$ cat config.mk
export PLATFORM = sky130hd
export DESIGN_NAME = rzp_queue
export DESIGN_NICKNAME = d
export VERILOG_FILES = /design/src/design/rzp_pkg.sv /design/src/design/rzp_queue.sv
export SDC_FILE = /design/constraint.sdc
export NUM_CORES = 1
export LEC_CHECK = 0
export ABC_CLOCK_PERIOD_IN_PS = 6900
export BUFFER_PORTS_ARGS = -buffer_cell sky130_fd_sc_hd__buf_2
export CORE_MARGIN = 3
export CORE_UTILIZATION = 55
export CTS_BUF_LIST = sky130_fd_sc_hd__clkbuf_16
export DETAILED_ROUTE_END_ITERATION = 8
export HOLD_SLACK_MARGIN = 0.02
export PLACE_DENSITY = 0.8
export RECOVER_POWER = 25
export SLEW_MARGIN = 20
export SYNTH_ARGS = -nofsm -noshare
export SYNTH_HDL_FRONTEND = slang
export SYNTH_SLANG_ARGS = --single-unit
$ cat constraint.sdc
create_clock -name clock -period 6.9 [get_ports clock]
set_input_delay 1.38 -clock clock [delete_from_list [all_inputs] [get_ports clock]]
set_output_delay 1.38 -clock clock [all_outputs]
set_load 0.02 [all_outputs]
$ cat src/design/rzp_pkg.sv
`timescale 1ns / 1ps
// ----------------------------------------------------------------------------
// rzp_pkg
// Shared widths, codes and the queue entry type of the point plotter.
// ----------------------------------------------------------------------------
package rzp_pkg;

   localparam int CELL_W     = 13;
   localparam int COORD_W    = 16;
   localparam int GLYPH_W    = 8;
   localparam int DEPTH_W    = 24;
   localparam int REQ_W      = 2;
   localparam int CSR_IDX_W  = 3;
   localparam int CSR_DATA_W = 16;
   localparam int BYTE_W     = 8;
   // widest cell address over the legal screen sizes (1024 x 1024)
   localparam int MAX_ADDR_W = 20;
   // rotated coordinate width, trig operand width and trig fraction bits
   localparam int ROT_W      = 24;
   localparam int TRIG_W     = 17;
   localparam int FRAC_BITS  = 14;

   localparam int DEFAULT_SCREEN_WIDTH  = 160;
   localparam int DEFAULT_SCREEN_HEIGHT = 44;

   localparam logic [GLYPH_W-1:0] BLANK_GLYPH = 8'd32;
   localparam logic [DEPTH_W-1:0] DEPTH_MAX   = 24'hFFFFFF;

   // request codes
   localparam logic [REQ_W-1:0] REQ_PLOT  = 2'd0;
   localparam logic [REQ_W-1:0] REQ_READ  = 2'd1;
   localparam logic [REQ_W-1:0] REQ_CLEAR = 2'd2;

   // register indexes
   localparam logic [CSR_IDX_W-1:0] CSR_COS_X = 3'd0;
   localparam logic [CSR_IDX_W-1:0] CSR_SIN_X = 3'd1;
   localparam logic [CSR_IDX_W-1:0] CSR_COS_Y = 3'd2;
   localparam logic [CSR_IDX_W-1:0] CSR_SIN_Y = 3'd3;
   localparam logic [CSR_IDX_W-1:0] CSR_COS_Z = 3'd4;
   localparam logic [CSR_IDX_W-1:0] CSR_SIN_Z = 3'd5;
   localparam logic [CSR_IDX_W-1:0] CSR_DIST  = 3'd6;
   localparam logic [CSR_IDX_W-1:0] CSR_SCALE = 3'd7;

   localparam logic signed [COORD_W-1:0] TRIG_ONE   = 16'sd16384;
   localparam logic [BYTE_W-1:0]         DIST_RESET  = 8'd60;
   localparam logic [BYTE_W-1:0]         SCALE_RESET = 8'd40;

   // work classes handed from front to back
   typedef enum logic [1:0] {
      OP_PLOT,
      OP_READ,
      OP_CLEAR,
      OP_NONE
   } op_type;

   typedef struct packed {
      op_type                  op;
      logic [MAX_ADDR_W-1:0]   addr;
      logic [DEPTH_W-1:0]      depth;
      logic [GLYPH_W-1:0]      glyph;
   } entry_type;

endpackage

$ cat src/design/rzp_queue.sv
`timescale 1ns / 1ps
// ----------------------------------------------------------------------------
// rzp_queue
// Two-entry item queue between the transform front and the buffer back.
// ----------------------------------------------------------------------------
module rzp_queue (
   input  logic               clock,
   input  logic               reset,
   input  logic               push_valid,
   output logic               push_ready,
   input  rzp_pkg::entry_type push_entry,
   output logic               pop_valid,
   input  logic               pop_ready,
   output rzp_pkg::entry_type pop_entry
);

   rzp_pkg::entry_type slot_ff [2];
   logic       wr_ptr_ff, rd_ptr_ff;
   logic [1:0] count_ff;
   logic       do_push, do_pop;

   assign push_ready = (count_ff != 2'd2);
   assign pop_valid  = (count_ff != 2'd0);
   assign pop_entry  = slot_ff[rd_ptr_ff];
   assign do_push    = push_valid && push_ready;
   assign do_pop     = pop_valid && pop_ready;

   // storage
   always_ff @(posedge clock) begin
      if (do_push) begin
         slot_ff[wr_ptr_ff] <= push_entry;
      end
   end

   // pointers and fill
   always_ff @(posedge clock) begin
      if (reset) begin
         wr_ptr_ff <= 1'b0;
         rd_ptr_ff <= 1'b0;
         count_ff  <= 2'd0;
      end else begin
         if (do_push) wr_ptr_ff <= ~wr_ptr_ff;
         if (do_pop)  rd_ptr_ff <= ~rd_ptr_ff;
         if (do_push && !do_pop)      count_ff <= count_ff + 2'd1;
         else if (do_pop && !do_push) count_ff <= count_ff - 2'd1;
      end
   end

endmodule

* After elaboration in Yosys (flattened, before gate mapping)
Memory sizes are Yosys's and may differ from the RTL's. A register that Yosys moved wholly into a read port is not among the register bits.
Index checks and enable logic that the tools add are counted.
** Operators by class
- Add/sub/neg operators :: 2
- $mul :: 0
- Div/mod/pow operators :: 0
- $lt $le $gt $ge :: 0
- Eq/ne operators :: 1
- Shift operators :: 0
- Mux-type cells :: 6
- Bitwise gates (word level) :: 2
- Reductions and logical operators :: 8
** Operators by type and width (number)
- logical AND 1 bit :: 4
- two-way mux 1 bit :: 4
- two-way mux 2 bit :: 2
- nonzero test 2 bit :: 2
- adder 2 x 1 -> 2 bit, second input constant :: 1
- logical NOT 1 bit :: 2
- != test 2 bit, second input constant :: 1
- inverter 1 bit :: 2
- subtractor 2 x 1 -> 2 bit, second input constant :: 1
** Word-level totals
- Bits in registers :: 4
- Bits in latches :: 0
- Bits in writable memories :: 108
- Bits in read-only memories :: 0
- Input bits :: 58
- Output and inout bits :: 56
- Logic and storage cells :: 23
- Memories :: 1
** Memory list
- slot_ff :: words 2, bits a word 54, read ports 1, clocked after Yosys merged registers in 1, wr ports 1, RTL line rzp_queue.sv:17 : rzp_pkg::entry_type slot_ff [2];

* Longest topological paths before layout
Gate-level depths: netlist of run 1.
- Depth in word-level cells :: 6
- Mapped depth :: 6
- Gate-level depth less buffers :: 6

* Least setup slack after synthesis of run 1
OpenSTA, ideal clock, no wires.
- Path type :: input -> register
- Start point :: input port push_valid
- End point :: memory slot_ff[1][0] (netlist name) (enable)
- Arrival :: 2.709 ns
- Data required time :: 6.482 ns
- Slack :: 3.773 ns
- Stages on the path :: 1
- Path buffers :: 0
- Cells stage by stage :: and3_1
** Between the ends
- Word-level cells in the longest chain between the ends :: 3
** Ends and longest elaborated chain
- start: declaration :: RTL line rzp_queue.sv:9 : input logic push_valid,
- logical AND 1 bit :: RTL line rzp_queue.sv:25 : assign do_push = push_valid && push_ready;
- two-way mux 1 bit :: RTL line rzp_queue.sv:30 : if (do_push) begin
- two-way mux 1 bit (implied by the code) :: RTL line rzp_queue.sv:31 : slot_ff[wr_ptr_ff] <= push_entry;
- end: declaration :: RTL line rzp_queue.sv:17
Every way passes these cells.

==> results.yml, run 1 <==
yosys:
  synth_nets: 251
  synth.distinct_cells: 18
  synthesis.area_sq_um: 4120
  yosys_warnings: 0
  yosysSeqAreaShare_pct: 81.2
  synth_top_area_share_pct: 78.8
  synth_area_leaders: "edfxtp_1 79%, mux2_2 15%, dfxtp_1 2.4%"
  synth_cells: 192
  ys_ff_latch: 113
  avgSynthCellArea_sq_um: 21.4
  yosysTopAreaCell: "edfxtp_1"
worst_setup_path:
  cpMaxStageDelayCell: "buf_4"
  r2r-end: "slot_ff[1][8]$_DFFE_PP_"
  cp.required_ns: 5.52
  max_stage_delay_ns: 0.53
  path_cells: "buf_4, mux2_2, buf_2"
  end_kind: "output pin"
  cp.arrival_ns: 1.99
  criticalPathCategory: "reg -> out"
  start_kind: "register"
  worstPathMaxFanout: 48
  r2r_slack_ns: 4.84
  reg2reg_depth: 3
  crit-reg2reg-launch: "count_ff[0]$_SDFFE_PP0P_"
clock_tree:
  h-tree-depth: 4
  cts_tree: "yes"
  root_buffer: "clkbuf_16"
  cts.sinks: 113
  cts_buffers: 17
  ctsHoldBuffers: 0
  clk_pin_slew_ns: 0.05
  cts_max_path_buffers: 2
  cts_resized: 0
  post_cts_buffers: 0
  worstSkewPairLatency_ns: 0.39
global_routing:
  grt_max_degree: 55
  grtUsageTotal_pct: 18.5
  grt_pass1_vias: 2354
  antenna_found_initial: 0
  grt_overflow_total: 0
  grt_pass1_wl_mm: 11.6
timing:
  rsz0062_at_grt: "false"
  totalNegativeSetupSlack_ns: 0
  worst_pin_slew_ns: 0.718
  final-hold-violation-count: 0
  slew_headroom_pct: 52.2
  maxSlewViolCount: 0
  timing.fmax_mhz: 297
  finClkSkew_ns: 0.00761
  period_share_pct: 48.8
  min_period_ns: 3.37
  setup_viol: 0
placement:
  globalplace.congestion: 0.749
  io_buffer_count: 113
  dp_hpwl_mm: 4.53
power:
  vdd_ir_drop_max_mv: 0.319
  pwr-share-comb_pct: 22.5
  switchingPower_uw: 623
  clockPowerShare_pct: 39.1
  power_uw: 2320
  seq_power_share_pct: 38.4
  sw_frac_of_total_pct: 26.8
  powerDensity_nw_per_um2: 431
  leakage_uw: 0.00203
  p_int_uw: 1700
finish:
  multi_input_area_sq_um: 728
  layout_common_cells: "108 x edfxtp_1, 100 x buf_2, 54 x mux2_2"
  synthToLayoutAreaGrowth_pct: 30.8
  fillers: 422
  final_common_cell: "edfxtp_1"
  antenna_cells: 0
  fin_nets: 379
  seq_area_sq_um: 3340
  drive_above_1_share_pct: 56.6
floorplan:
  die_h_um: 92.5
  initial_core_util_pct: 58.6
  pin_count: 114
  rows: 30
  die_w_um: 92.5
  die_area_sq_um: 8560
  core_area_sq_um: 7020
drt:
  routed_wl_mm: 7.49
  drt-pass1-iter-count: 4
  top_layer_used: "met4"
  route.met3.wl_um: 506
  vias: 2189
  drt-wirelength-per-cell_um: 17.5
  wl_met1_mm: 3.10
  drt-vias-per-instance: 5.11
  drtAntennaViolNets: 0
  drt_iter0_markers: 112
  wl_met2_mm: 3.79
  route.detailed.drc: 0
min_path:
  hold_end: "count_ff[1]$_SDFFE_PP0P_"
  worstHoldStart: "count_ff[1]$_SDFFE_PP0P_"
  whs_path_depth: 2
  hp-class: "reg -> reg"
outcome:
  outcome: "finished, final reports clean"
flow_run:
  drv_cap: 0
[area by class of cell]
class                      count  share of cell area [%]
timing repair buffer         115                    10.5
clock buffer                  17                    7.90
inverter                       1                   0.116
multi-input combinational     72                    13.5
tap                           96                    2.23
clock inverter                14                    3.65
sequential                   113                    62.1
[sequential cells by signal, summed over array words and instances (netlist names), named ones only]
register / cells
rd_ptr_ff: 1
slot_ff: 108
wr_ptr_ff: 1
count_ff: 2
[synth_stat cells, drive strengths merged]
cell / n
edfxtp: 108
xor2: 3
ha: 1
o21ai: 2
buf: 6
nand3b: 1
nor2: 3
a21oi: 2
nand2b: 1
and3: 1
or2: 1
and2: 1
a21bo: 1
mux2: 54
dfxtp: 5
or3: 1
inv: 1
[per-stage QoR]
| stage | utilization, % | worst slack [ns] | hold WS [ns] | cell area (sq um) | std cells |
|---|---|---|---|---|---|
| final | 76.7 | 3.53 | 0.519 | 5390 | 428 |
| after global routing | 76.7 | 3.46 | 0.561 | 5390 | 428 |
| after CTS | 77.0 | 3.53 | 0.513 | 5400 | 428 |
| after detailed placement | 68.1 | 3.96 | 0.505 | 4780 | 397 |
| after global placement | 68.1 | 3.95 | 0.491 | 4780 | 397 |
| after floorplan | - | 3.77 | 0.471 | 4120 | 192 |
[power by group through the flow]
stage | Clock [uW] | Combinational [uW] | Sequential [uW]
final | 907 | 522 | 890
after floorplan | 0 | 378 | 891
after CTS | 921 | 529 | 890
after global placement | 0 | 520 | 898
after detailed placement | 0 | 524 | 901
after global routing | 950 | 557 | 898
[how the worst max path moves through the flow]
| stage | startpoint | to | slack, ns | cells past startpoint |
|---|---|---|---|---|
| 2_1_floorplan | push_valid | slot_ff[1][0]$_DFFE_PP_ | 3.77 | 1 |
| 3_3_place_gp | register | pop_entry[46] | 3.95 | 3 |
| 3_5_place_dp | register | pop_entry[46] | 3.96 | 3 |
| 4_1_cts | register | pop_entry[46] | 3.53 | 3 |
| 5_1_grt | register | pop_entry[0] | 3.46 | 3 |
| 6_report | register | pop_entry[46] | 3.53 | 3 |
[critical path: cells and delay by family, from the launching register on]
family	cells	cell delay [ns]
DFF	1	0.40
muxes	1	0.43
buffers and inverters	2	0.70
[logic make-up after synthesis]
group                    count (synthesis)  share of synthesized area, %
AO/OA/AOI/OAI                            5                         0.730
XOR/XNOR                                 3                         0.638
adder cells (fa/ha/maj)                  1                         0.304
buffers and inverters                    7                          1.12
flip-flops                             113                          81.2
multiplexers                            54                          14.8
AND/OR/NAND/NOR                          9                          1.22
[routing by layer]
metal,track usage [%],vias up
li1,-,1021
met3,6.99,9
met2,29.7,86
met5,0,-
met4,8.42,0
met1,22.3,1073
Note: power is estimated with default switching activity, not from simulation.
==> run 2, diff against run 1 <==
ABC_CLOCK_PERIOD_IN_PS = 3400   (was 6900)
CORE_UTILIZATION = 51   (was 55)
PLACE_DENSITY = 0.75   (was 0.8)
clock period = 3.4 ns   (was 6.9 ns; I/O delays follow)
==> results.yml, run 2 (same netlist as run 1, synthesis figures left out) <==
finish:
  largestRegisters: "slot_ff x108, count_ff x2"
  layout_common_cells: "108 x edfxtp_1, 106 x buf_2, 54 x mux2_2"
  final_cells: 436
  antenna_cells: 0
  largest_reg_flops: 108
  final_core_util_pct: 69.2
  final_common_cell: "edfxtp_1"
  fillers: 552
  fin_nets: 380
  top_register: "slot_ff"
  synthToLayoutAreaGrowth_pct: 30.6
  drive_above_1_share_pct: 58.7
min_path:
  whs_path_depth: 1
  hp-class: "in -> reg"
  worstHoldStart: "push_entry[11]"
  hold_end: "slot_ff[0][11]$_DFFE_PP_"
clock_tree:
  cts_resized: 0
  post_cts_buffers: 0
  root_buffer: "clkbuf_16"
  h-tree-depth: 4
  worstSkewPairLatency_ns: 0.40
  clk_pin_slew_ns: 0.05
  cts_buffers: 17
  ctsHoldBuffers: 0
  cts_max_path_buffers: 2
  cts.sinks: 113
  cts_tree: "yes"
timing:
  setup_viol: 0
  totalNegativeSetupSlack_ns: 0
  slew_headroom_pct: 50.6
  worst_pin_slew_ns: 0.740
  period_share_pct: 77.7
  timing.fmax_mhz: 379
  final-hold-violation-count: 0
  min_period_ns: 2.64
  finClkSkew_ns: 0.00795
  maxSlewViolCount: 0
  rsz0062_at_grt: "false"
worst_setup_path:
  reg2reg_depth: 3
  crit-reg2reg-launch: "count_ff[0]$_SDFFE_PP0P_"
  r2r_slack_ns: 1.45
  criticalPathCategory: "reg -> out"
  max_stage_delay_ns: 0.75
  end_kind: "output pin"
  cpMaxStageDelayCell: "dfxtp_2"
  r2r-end: "slot_ff[1][50]$_DFFE_PP_"
  start_kind: "register"
  path_cells: "buf_12, mux2_2, buf_2"
  cp.required_ns: 2.72
  worstPathMaxFanout: 28
  cp.arrival_ns: 1.96
drt:
  vias: 2145
  drt-wirelength-per-cell_um: 16.1
  drtAntennaViolNets: 0
  drt-pass1-iter-count: 4
  drt-vias-per-instance: 4.92
  route.detailed.drc: 0
  drt_iter0_markers: 108
  routed_wl_mm: 7.01
power:
  powerDensity_nw_per_um2: 835
  power_uw: 4490
  leakage_uw: 0.00204
  vdd_ir_drop_max_mv: 0.526
floorplan:
  die_h_um: 95.8
  initial_core_util_pct: 53.0
  rows: 32
  core_area_sq_um: 7770
  die_w_um: 95.8
  pin_count: 114
  die_area_sq_um: 9190
placement:
  globalplace.congestion: 0.655
  place_inst: 404
  io_buffer_count: 113
  dp_hpwl_mm: 4.53
flow_run:
  drv_cap: 0
global_routing:
  grt_max_degree: 30
  grtUsageTotal_pct: 16.1
  grt_pass1_vias: 2236
  grt_overflow_total: 0
  grt_pass1_wl_mm: 10.6
  antenna_found_initial: 0
outcome:
  outcome: "finished, final reports clean"
## run 2: cell count changes in the layout (fill, tap and decap cells not counted), moves of 2 or more
cell / previous run / this run
buf_12: 0 / 3
buf_2: 100 / 106
buf_4: 2 / 0
bufinv_16: 5 / 2
clkbuf_1: 12 / 7
clkinv_1: 3 / 1
clkinv_2: 3 / 6
inv_1: 1 / 3
## run 2: where the power goes
group	leakage [uW]	switching, uW	internal [uW]
registers	0.00105	91.4	1740
logic	0.000706	593	442
clock network	0.000283	562	1060
total	0.00204	1250	3240
## run 2: worst max-delay path by stage
stage                        startpoint                       to  cells after the start
2_1_floorplan  count_ff[0]$_SDFFE_PP0P_  slot_ff[1][0]$_DFFE_PP_                      2
3_3_place_gp                   register            pop_entry[42]                      3
3_5_place_dp                   register            pop_entry[42]                      3
4_1_cts                        register            pop_entry[34]                      3
5_1_grt                        register            pop_entry[34]                      3
6_report                       register            pop_entry[42]                      3
## run 2: metal layers
layer	part of all wire [%]	GRT usage, %
met1	39	18.1
met2	53	27.4
met3	5.6	4.53
met4	1.6	9.12
met5	0	0
## run 2: critical path, delay by kind of cell (launching register included)
| kind | cells | cell delay [ns] |
|---|---|---|
| buf+inv | 2 | 0.45 |
| flops | 1 | 0.75 |
| mux | 1 | 0.36 |
## run 2: per-stage QoR
step           hold slack, ns  area, sq um  setup slack [ns]
2_1_floorplan           0.471         4120             0.926
3_3_place_gp            0.485         4830              1.12
3_5_place_dp            0.486         4830              1.12
4_1_cts                 0.458         5380             0.682
5_1_grt                 0.458         5380             0.655
6_report                0.469         5380             0.758
## run 2: layout make-up
type | instances | area, sq um | area share [%]
sequential | 113 | 3340 | 62.2
multi-input combinational | 72 | 728 | 13.5
timing repair buffer | 116 | 617 | 11.5
clock buffer | 17 | 425 | 7.91
clock inverter | 15 | 129 | 2.40
tap | 102 | 128 | 2.37
inverter | 1 | 3.75 | 0.0698
==> run 3, diff against run 2 <==
ABC_CLOCK_PERIOD_IN_PS = 2500   (was 3400)
clock period = 2.5 ns   (was 3.4 ns; I/O delays follow)
==> results.yml, run 3 (same netlist as run 1, synthesis figures left out) <==
outcome:
  outcome: "finished, final reports clean"
power:
  p_int_uw: 4390
  clockPowerShare_pct: 36.0
  pwr-share-comb_pct: 23.9
  vdd_ir_drop_max_mv: 0.909
  powerDensity_nw_per_um2: 1130
  switchingPower_uw: 1690
  sw_frac_of_total_pct: 27.8
  seq_power_share_pct: 40.1
  leakage_uw: 0.00203
worst_setup_path:
  r2r-end: "slot_ff[1][7]$_DFFE_PP_"
  cp.arrival_ns: 1.61
  worstPathMaxFanout: 28
  end_kind: "output pin"
  r2r_slack_ns: 0.78
  crit-reg2reg-launch: "count_ff[0]$_SDFFE_PP0P_"
  reg2reg_depth: 3
  start_kind: "register"
  cp.required_ns: 2.00
  criticalPathCategory: "reg -> out"
clock_tree:
  cts_max_path_buffers: 2
  clk_pin_slew_ns: 0.05
  cts_resized: 0
  post_cts_buffers: 0
  cts_buffers: 17
  cts.sinks: 113
  worstSkewPairLatency_ns: 0.40
  cts_tree: "yes"
  h-tree-depth: 4
  root_buffer: "clkbuf_16"
  ctsHoldBuffers: 0
timing:
  maxSlewViolCount: 0
  final.setup.worst_slack_ns: 0.389
  slew_headroom_pct: 73.7
  totalNegativeSetupSlack_ns: 0
  setup_viol: 0
  timing.fmax_mhz: 474
  rsz0062_at_grt: "false"
  worst_pin_slew_ns: 0.394
  min_period_ns: 2.11
  final-hold-violation-count: 0
  period_share_pct: 84.4
  finClkSkew_ns: 0.00863
min_path:
  hold_end: "slot_ff[1][14]$_DFFE_PP_"
  hp-class: "in -> reg"
  worstHoldStart: "push_entry[14]"
  whs_path_depth: 1
floorplan:
  die_w_um: 95.8
  die_area_sq_um: 9190
  die_h_um: 95.8
  initial_core_util_pct: 53.0
  pin_count: 114
  core_area_sq_um: 7770
  rows: 32
placement:
  dp_hpwl_mm: 4.43
  globalplace.congestion: 0.695
  dpl_cell_area_sq_um: 4820
  place_ws_ns: 0.773
  io_buffer_count: 113
drt:
  drt-vias-per-instance: 4.95
  routed_wl_mm: 6.91
  drt-pass1-iter-count: 4
  drt-wirelength-per-cell_um: 15.8
  drtAntennaViolNets: 0
  drt_iter0_markers: 103
  vias: 2170
  route.detailed.drc: 0
finish:
  final_common_cell: "edfxtp_1"
  drive_above_1_share_pct: 58.3
  antenna_cells: 0
  top_register: "slot_ff"
  largest_reg_flops: 108
  layout_common_cells: "108 x edfxtp_1, 105 x buf_2, 54 x mux2_2"
  largestRegisters: "slot_ff x108, count_ff x2"
  fin_area_sq_um: 5360
  fin_nets: 382
  synthToLayoutAreaGrowth_pct: 30.3
  fillers: 557
flow_run:
  drv_cap: 0
global_routing:
  grt_overflow_total: 0
  grtUsageTotal_pct: 16.0
  antenna_found_initial: 0
  grt_pass1_vias: 2209
  grt_pass1_wl_mm: 10.4
  grt_max_degree: 43
run 3: cell type report:
| class | count | area [sq um] | area share (%) |
|---|---|---|---|
| clock buffers | 17 | 425 | 7.93 |
| clock inverters | 15 | 128 | 2.38 |
| inverters | 1 | 3.75 | 0.0700 |
| multi-input cells | 72 | 728 | 13.6 |
| flip-flops and latches | 113 | 3340 | 62.4 |
| well taps | 102 | 128 | 2.38 |
| repair buffers | 118 | 606 | 11.3 |
run 3: power by group through the flow:
stage	clock [uW]	combinational, uW	sequential [uW]
2_1_floorplan	0	1040	2460
5_1_grt	2320	1570	2460
3_5_place_dp	0	1480	2470
3_3_place_gp	0	1470	2460
6_report	2190	1460	2440
4_1_cts	2240	1490	2440
run 3: worst max path at each step:
stage | from | endpoint | cells after the start
after floorplan | count_ff[0]$_SDFFE_PP0P_ | slot_ff[1][0]$_DFFE_PP_ | 2
after global placement | register | pop_entry[0] | 3
after detailed placement | register | pop_entry[0] | 3
after CTS | register | pop_entry[0] | 3
after global routing | register | pop_entry[0] | 3
final | register | pop_entry[0] | 3
run 3: routing by layer:
| metal | vias up | global-route usage, % | wire [um] |
|---|---|---|---|
| met5 | - | 0 | 0 |
| met4 | 0 | 7.46 | 134 |
| met3 | 13 | 6.72 | 433 |
| met2 | 79 | 26.6 | 3620 |
| met1 | 1055 | 17.9 | 2720 |
| li1 | 1023 | - | - |
run 3: worst max-delay path: stages (launching register included):
cell and delay, ns:
dfxtp_2 0.32, buf_4 0.34, mux2_2 0.40, buf_2 0.16
run 3: stage by stage:
| step | instances | util [%] | total power [uW] | hold WS (ns) |
|---|---|---|---|---|
| 6_report | 438 | 69.0 | 6080 | 0.289 |
| 5_1_grt | 438 | 69.0 | 6350 | 0.272 |
| 4_1_cts | 438 | 69.2 | 6170 | 0.271 |
| 3_5_place_dp | 406 | 62.0 | 3950 | 0.484 |
| 3_3_place_gp | 406 | 62.0 | 3930 | 0.485 |
| 2_1_floorplan | 192 | - | 3500 | 0.471 |
